<file path="src/cwfc_pkg.sv">
// Shared types, widths and codes for the cost-grid window clearance checker.
package cwfc_pkg;

    // Grid store size defaults
    localparam int DEF_MAX_WIDTH  = 256;
    localparam int DEF_MAX_HEIGHT = 256;

    // Field widths
    localparam int COORD_W    = 8;   // cell column / row
    localparam int COST_W     = 8;   // cell cost
    localparam int DIM_W      = 9;   // map width / height
    localparam int RAD_W      = 7;   // window half width
    localparam int CFG_IDX_W  = 3;   // register index
    localparam int CFG_DATA_W = 9;   // widest register
    localparam int SPAN_W     = 11;  // signed window bound
    localparam int CNT_W      = 9;   // scan column / row counter

    // Item commands
    localparam logic CMD_WRITE = 1'b0;
    localparam logic CMD_QUERY = 1'b1;

    // Register indexes
    typedef enum logic [CFG_IDX_W-1:0] {
        REG_MAP_WIDTH    = 3'd0,
        REG_MAP_HEIGHT   = 3'd1,
        REG_CLEAR_RADIUS = 3'd2,
        REG_UNKNOWN_CODE = 3'd3,
        REG_FREE_CODE    = 3'd4
    } cfg_idx_t;

    // Register reset values
    localparam logic [DIM_W-1:0]  RST_MAP_WIDTH    = 9'd256;
    localparam logic [DIM_W-1:0]  RST_MAP_HEIGHT   = 9'd256;
    localparam logic [RAD_W-1:0]  RST_CLEAR_RADIUS = 7'd15;
    localparam logic [COST_W-1:0] RST_UNKNOWN_CODE = 8'd255;
    localparam logic [COST_W-1:0] RST_FREE_CODE    = 8'd0;

    // Settings seen by the scanner (map size already clipped to the store)
    typedef struct packed {
        logic [DIM_W-1:0]  used_w;
        logic [DIM_W-1:0]  used_h;
        logic [RAD_W-1:0]  radius;
        logic [COST_W-1:0] unknown_code;
        logic [COST_W-1:0] free_code;
    } scan_cfg_t;

    // Query start toward the scanner
    typedef struct packed {
        logic               start;
        logic [COORD_W-1:0] col;
        logic [COORD_W-1:0] row;
    } scan_req_t;

    // Scanner status and result
    typedef struct packed {
        logic idle;
        logic valid;
        logic is_clear;
    } scan_res_t;

endpackage

</file>
<file path="src/cwfc_scan.sv">
// Window scanner: clips the window to the map, walks it one read a cycle, checks costs.
module cwfc_scan #(
    parameter int MAX_WIDTH  = cwfc_pkg::DEF_MAX_WIDTH,
    parameter int MAX_HEIGHT = cwfc_pkg::DEF_MAX_HEIGHT,
    parameter int ADDR_W     = $clog2(MAX_WIDTH * MAX_HEIGHT)
) (
    input  logic                        clk,
    input  logic                        rst_n,
    input  cwfc_pkg::scan_cfg_t         cfg,
    input  cwfc_pkg::scan_req_t         req,
    input  logic                        out_free,
    output cwfc_pkg::scan_res_t         res,
    output logic                        rd_en,
    output logic [ADDR_W-1:0]           rd_addr,
    input  logic [cwfc_pkg::COST_W-1:0] rd_data
);
    import cwfc_pkg::*;

    typedef enum logic [1:0] {
        S_IDLE,
        S_SCAN,
        S_DRAIN,
        S_DONE
    } state_t;

    state_t            state_reg;
    logic [CNT_W-1:0]  x_reg;
    logic [CNT_W-1:0]  y_reg;
    logic [CNT_W-1:0]  x_hi_reg;
    logic [CNT_W-1:0]  y_lo_reg;
    logic [CNT_W-1:0]  y_hi_reg;
    logic              pend_reg;
    logic              clear_reg;
    logic              res_valid_reg;

    logic signed [SPAN_W-1:0] x_lo_s;
    logic signed [SPAN_W-1:0] x_hi_s;
    logic signed [SPAN_W-1:0] y_lo_s;
    logic signed [SPAN_W-1:0] y_hi_s;
    logic signed [SPAN_W-1:0] w_m1_s;
    logic signed [SPAN_W-1:0] h_m1_s;
    logic signed [SPAN_W-1:0] x_lo_c;
    logic signed [SPAN_W-1:0] x_hi_c;
    logic signed [SPAN_W-1:0] y_lo_c;
    logic signed [SPAN_W-1:0] y_hi_c;
    logic                     empty;
    logic                     blocked;
    logic                     last_y;
    logic                     last_x;

    // Window bounds from the centre and radius, clipped to the map in use
    always_comb
    begin
        x_lo_s = $signed({3'b000, req.col}) - $signed({4'b0000, cfg.radius});
        y_lo_s = $signed({3'b000, req.row}) - $signed({4'b0000, cfg.radius});
        x_hi_s = $signed({3'b000, req.col}) + $signed({4'b0000, cfg.radius})
                 - 11'sd1;
        y_hi_s = $signed({3'b000, req.row}) + $signed({4'b0000, cfg.radius})
                 - 11'sd1;
        w_m1_s = $signed({2'b00, cfg.used_w}) - 11'sd1;
        h_m1_s = $signed({2'b00, cfg.used_h}) - 11'sd1;
        x_lo_c = (x_lo_s < 11'sd0) ? 11'sd0 : x_lo_s;
        y_lo_c = (y_lo_s < 11'sd0) ? 11'sd0 : y_lo_s;
        x_hi_c = (x_hi_s > w_m1_s) ? w_m1_s : x_hi_s;
        y_hi_c = (y_hi_s > h_m1_s) ? h_m1_s : y_hi_s;
        // zero radius or zero map size also lands here
        empty  = (x_lo_c > x_hi_c) || (y_lo_c > y_hi_c);
    end

    // Cost check on the data read last cycle
    assign blocked = pend_reg && (rd_data != cfg.unknown_code)
                     && (rd_data != cfg.free_code);

    assign last_y = (y_reg == y_hi_reg);
    assign last_x = (x_reg == x_hi_reg);

    // Issue one read per scan cycle
    assign rd_en   = (state_reg == S_SCAN);
    assign rd_addr = ADDR_W'(y_reg) * ADDR_W'(MAX_WIDTH) + ADDR_W'(x_reg);

    // Sequence one query
    always_ff @(posedge clk or negedge rst_n)
    begin
        if (!rst_n)
        begin
            state_reg     <= S_IDLE;
            pend_reg      <= 1'b0;
            res_valid_reg <= 1'b0;
            clear_reg     <= 1'b1;
            x_reg         <= '0;
            y_reg         <= '0;
            x_hi_reg      <= '0;
            y_lo_reg      <= '0;
            y_hi_reg      <= '0;
        end
        else
        begin
            res_valid_reg <= 1'b0;
            pend_reg      <= 1'b0;
            case (state_reg)
                S_IDLE:
                begin
                    if (req.start)
                    begin
                        x_hi_reg <= x_hi_c[CNT_W-1:0];
                        y_lo_reg <= y_lo_c[CNT_W-1:0];
                        y_hi_reg <= y_hi_c[CNT_W-1:0];
                        x_reg    <= x_lo_c[CNT_W-1:0];
                        y_reg    <= y_lo_c[CNT_W-1:0];
                        if (empty)
                        begin
                            clear_reg <= 1'b1;
                            state_reg <= S_DONE;
                        end
                        else
                        begin
                            state_reg <= S_SCAN;
                        end
                    end
                end
                S_SCAN:
                begin
                    if (blocked)
                    begin
                        // stop early on the first blocking cell
                        clear_reg <= 1'b0;
                        state_reg <= S_DONE;
                    end
                    else
                    begin
                        pend_reg <= 1'b1;
                        if (last_y)
                        begin
                            y_reg <= y_lo_reg;
                            if (last_x)
                            begin
                                state_reg <= S_DRAIN;
                            end
                            else
                            begin
                                x_reg <= x_reg + 1'b1;
                            end
                        end
                        else
                        begin
                            y_reg <= y_reg + 1'b1;
                        end
                    end
                end
                S_DRAIN:
                begin
                    // check the last cell read
                    clear_reg <= !blocked;
                    state_reg <= S_DONE;
                end
                S_DONE:
                begin
                    if (out_free)
                    begin
                        res_valid_reg <= 1'b1;
                        state_reg     <= S_IDLE;
                    end
                end
                default:
                begin
                    state_reg <= S_IDLE;
                end
            endcase
        end
    end

    assign res.idle     = (state_reg == S_IDLE);
    assign res.valid    = res_valid_reg;
    assign res.is_clear = clear_reg;

endmodule

</file>
<file path="config.mk">
export PLATFORM = sky130hd
export DESIGN_NAME = cwfc_scan
export DESIGN_NICKNAME = d
export VERILOG_FILES = /design/src/cwfc_pkg.sv /design/src/cwfc_scan.sv
export SDC_FILE = /design/constraint.sdc
export NUM_CORES = 1
export LEC_CHECK = 0
export ABC_AREA = 1
export BUFFER_PORTS_ARGS = -buffer_cell sky130_fd_sc_hd__buf_2
export CAP_MARGIN = 20
export CORE_MARGIN = 3
export CORE_UTILIZATION = 59
export DETAILED_ROUTE_END_ITERATION = 16
export GPL_ROUTABILITY_DRIVEN = 1
export PLACE_DENSITY = 0.82
export SLEW_MARGIN = 30
export SYNTH_ARGS = -nofsm -noshare
export SYNTH_HDL_FRONTEND = slang
export SYNTH_SLANG_ARGS = --single-unit
export TNS_END_PERCENT = 100
</file>
<file path="constraint.sdc">
create_clock -name clk -period 2.5 [get_ports clk]
set_clock_uncertainty 0.1 [all_clocks]
set_input_delay 0.5 -clock clk [delete_from_list [all_inputs] [get_ports clk]]
set_output_delay 0.5 -clock clk [all_outputs]
set_load 0.02 [all_outputs]
</file>
==> results of run 1 <==
-- kinds of logic after synthesis --
logic type / count (synthesis)
buf+inv: 166
fa+ha+maj: 90
simple gates: 378
flops: 49
xor+xnor: 70
compound gates: 143
-- per-layer routing --
metal / overflow / global-route usage, %
met5: 0 / 7.14
met1: 0 / 68.2
met2: 9 / 88.9
met4: 19 / 71.0
met3: 0 / 51.5
-- cell usage after synthesis, types with 5 or more instances --
master,n
xor2_1,48
or2_2,8
a21oi_1,34
dfrtp_1,48
a31oi_1,7
buf_2,6
nor3_1,12
xnor2_1,22
nand4_1,17
o21ai_0,56
nand2_2,6
inv_1,131
clkbuf_1,10
nor2_1,72
or2_1,5
nor2_2,5
nand2_1,198
buf_4,11
inv_2,8
nand3_1,41
o21ai_1,24
ha_1,88
-- what timing repair did --
action | CTS
pin swaps | 58
setup buffers | 32
endpoints found under the hold margin | 0
resized for setup | 115
gates cloned | 1
hold buffers | 0
endpoints found under the setup margin | 29
-- metrics by stage --
step / util (%) / setup slack [ns]
after floorplan: - / -1.95
after global placement: 82.1 / -2.08
after detailed placement: 82.1 / -2.29
after CTS: 90.1 / -1.82
==> impl_metrics.ini, run 1 <==
[status]
status = stopped before the end
outcome.stop_stage = global routing (5_1_grt)
error = [ERROR GRT-0232] Routing congestion too high. Check the congestion heatmap in the GUI.

[cts]
cts.sinks = 49
htree_levels = 2
cts_root_buf = clkbuf_8
cts_buffers = 5
cts_max_path_buffers = 2

[synth]
synth_top_family_by_area = simple AND/OR/NAND/NOR gates
synth-seq-cells = 49
synthTopCellsByArea = dfrtp_1 (20%), ha_1 (18%), nand2_1 (12%), inv_1 (8.1%), xor2_1 (6.9%)
synth_enable_flop_cells = 0
syn_inst = 896
post_synth.cell_area_avg_um2 = 6.80
synth_top_area_share_pct = 19.7
synth-adder-area-share_pct = 18.7
synth_nets = 1055
syn_area_um2 = 6100
synth_compound_area_share_pct = 13.0
synth-async-reset-ratio_pct = 100
yosysWarnings = 0
yosysTopAreaCell = dfrtp_1
yosys.area_share.simple_pct = 27.1
ys_seq_area_share_pct = 20.1
synth.distinct_cells = 43
synth-xor-area-share_pct = 10.1
synth_mux_area_share_pct = 0
synthFlopType = dfrtp_1

[timing]
worst_path_end_type = register input
worst_endpoint = clear_reg$_DFFE_PN1P_/D

[place]
port_buffers = 88
dp_cells = 1288
placed_cell_area_um2 = 8130
hpwl_um = 15000
gp_congestion = 0.923

[global_route]
grt_max_degree = 44
grt_overflow = 28
grt_use_total_pct = 69.3

[floorplanning]
start_util_pct = 61.5
die-width_um = 108
row_count = 36
num_io_pins = 89
die_y_um = 108
==> run 2, diff against run 1 <==
- CORE_UTILIZATION: 59 -> 40
- PLACE_DENSITY: 0.82 -> default
- PLACE_DENSITY_LB_ADDON: default -> 0.15
==> run 2 against run 1 <==
The flow now finishes, with violations (negative setup slack). Synthesized area unchanged. Synthesized cell count stayed put.
==> impl_metrics.ini, run 2 <==
[status]
status = finished with violations
violations = negative setup slack

[synth]
synthTopCellsByArea = dfrtp_1 (20%), ha_1 (18%), nand2_1 (12%), inv_1 (8.1%), xor2_1 (6.9%)
synth_top_area_share_pct = 19.7
yosys.area_share.simple_pct = 27.1
synth_mux_area_share_pct = 0
yosysTopAreaCell = dfrtp_1
synth_enable_flop_cells = 0
synth-xor-area-share_pct = 10.1
synth_most_common_cell = nand2_1
synth-seq-cells = 49
synth_top_family_by_area = simple AND/OR/NAND/NOR gates
synthFlopType = dfrtp_1
synth_common_cells = nand2_1 (198), inv_1 (131), ha_1 (88), nor2_1 (72), o21ai_0 (56)
syn_area_um2 = 6100
synth.distinct_cells = 43
synth-adder-area-share_pct = 18.7
synth_nets = 1055
yosysWarnings = 0
synth-async-reset-ratio_pct = 100
ys_seq_area_share_pct = 20.1
synth_compound_area_share_pct = 13.0
post_synth.cell_area_avg_um2 = 6.80
syn_inst = 896

[timing]
layout_setup_ws_ns = -1.85
slew_violations = 0
setup_viol_count_final = 30
hold-worst-slack_ns = 0.0921
rsz0062_at_grt = yes
relSlewSlack_pct = 61.8
min_period_ns = 4.35
fmax_mhz = 230
final.period_utilization_pct = 174
worst_slew_pin_slew_ns = 0.572
hold_violations = 0

[worst_setup_path]
endpoint_kind = flop
cp-start-kind = input port
worstPathArrival_ns = 4.44
worstPathRequired_ns = 2.59
slowest_stage = ha_1
critPathKind = in -> reg
cp_max_fo = 8
slowest_delay_ns = 0.31
cp_common_cell = nand2_1
crit_family = simple AND/OR/NAND/NOR gates
critPathBufInv = 8

[global_route]
grt_use_total_pct = 20.9
grt_pass1_vias = 6114
grt_overflow = 0
grt_pass1_wl_um = 29000
antenna_found_initial = 0
grt_max_degree = 31

[job]
max-cap-violations = 0

[cts]
cts_max_path_buffers = 2
htree_levels = 2
cts_tree = built
cts_buffers = 5
cts.sinks = 49
clk_pin_slew_ns = 0.07
ctsHoldBuffers = 0
cts_root_buf = clkbuf_16
insertion_delay_ns = 0.30

[final_layout]
drive_gt1_share_pct = 44.0
layout_common_cells = buf_4 (231), nand2_1 (158), inv_1 (115)
fin_nets = 1382
multi_input_area_um2 = 4990
finish.utilization_pct = 65.8
final_common_cell = buf_4
syn2layout_area_growth_pct = 58.6
register_area_um2 = 1230
fillerInstances = 1243
diodes = 0

[power]
p_leak_nw = 5.06
irDropWorstVdd_uv = 546
power_density_nw_per_um2 = 791

[hold_path]
min_path_type = in -> async

[detailed_routing]
drc = 0
post_drt_wl_per_cell_um = 13.3
wl_um = 18700
avgViaCountPerCell = 4.82
drtPass1Iterations = 5
num_vias = 6793
drt_iter0_markers = 399
antenna_left = 0

[floorplanning]
row_count = 44
core_area_um2 = 14700
die_y_um = 129
die-width_um = 129
die_area_um2 = 16800
num_io_pins = 89
start_util_pct = 41.5

[place]
port_buffers = 88
place_ws_ns = -2.28
hpwl_um = 14000
gp_congestion = 0.852
==> run 2: power by group <==
part           switching (mW)  internal [mW]
Combinational            2.83           2.49
Clock                   0.312          0.474
Sequential              0.369           1.17
Total                    3.51           4.14
==> run 2: cell type report <==
type                            count  area share, %
Timing Repair inverter              1         0.0776
Tap cell                          184           2.38
Multi-Input combinational cell    681           51.6
Inverter                          139           5.69
Sequential cell                    49           12.7
Clock buffer                        5           1.29
Clock inverter                      3          0.479
Timing Repair Buffer              346           25.8
==> run 2: logic make-up after synthesis <==
group | count (synthesis)
AO/OA/AOI/OAI | 143
flip-flops | 49
XOR/XNOR | 70
buffers and inverters | 166
AND/OR/NAND/NOR | 378
adder cells (fa/ha/maj) | 90
==> run 2: metrics by stage <==
step	instances	instance area (um^2)	total power, mW	setup TNS (ns)
CTS	1403	9210	7.18	-20.95
global placement	1348	8250	5.66	-30.86
floorplan	896	6190	4.27	-19.85
finish	1408	9670	7.65	-23.31
detailed placement	1348	8250	5.71	-33.56
global route	1408	9670	8.30	-27.90
==> run 2: worst paths after layout <==
kind	start	slack, ns	endpoint	cells after the start
worst min-delay path	rst_n	0.09	res_valid_reg	1
worst min register to register	clear_reg	0.38	clear_reg	2
min in group clk	out_free	0.31	res_valid_reg	3
worst max register to register	x_reg[6]	0.34	x_reg[2]	9
max in group asynchronous	rst_n	1.55	clear_reg	2
worst max-delay path	cfg[17]	-1.85	state_reg[1]	33
==> run 2: repair_timing <==
| item | 4_1_cts | 5_1_grt |
|---|---|---|
| setup buffers | 48 | 13 |
| pin swaps | 41 | 41 |
| gates cloned | 1 | 0 |
| setup endpoints to repair | 28 | 34 |
| resized for setup | 121 | 108 |
==> run 2: metal layers <==
metal	vias to the layer above	GRT usage, %	part of all wire, %
met5	-	0	0
met4	0	5.32	1.9
met3	26	1.57	4.0
met2	176	34.9	47
met1	3044	29.5	47
li1	3547	-	-
No activity file was read; power rests on OpenSTA's default activity.
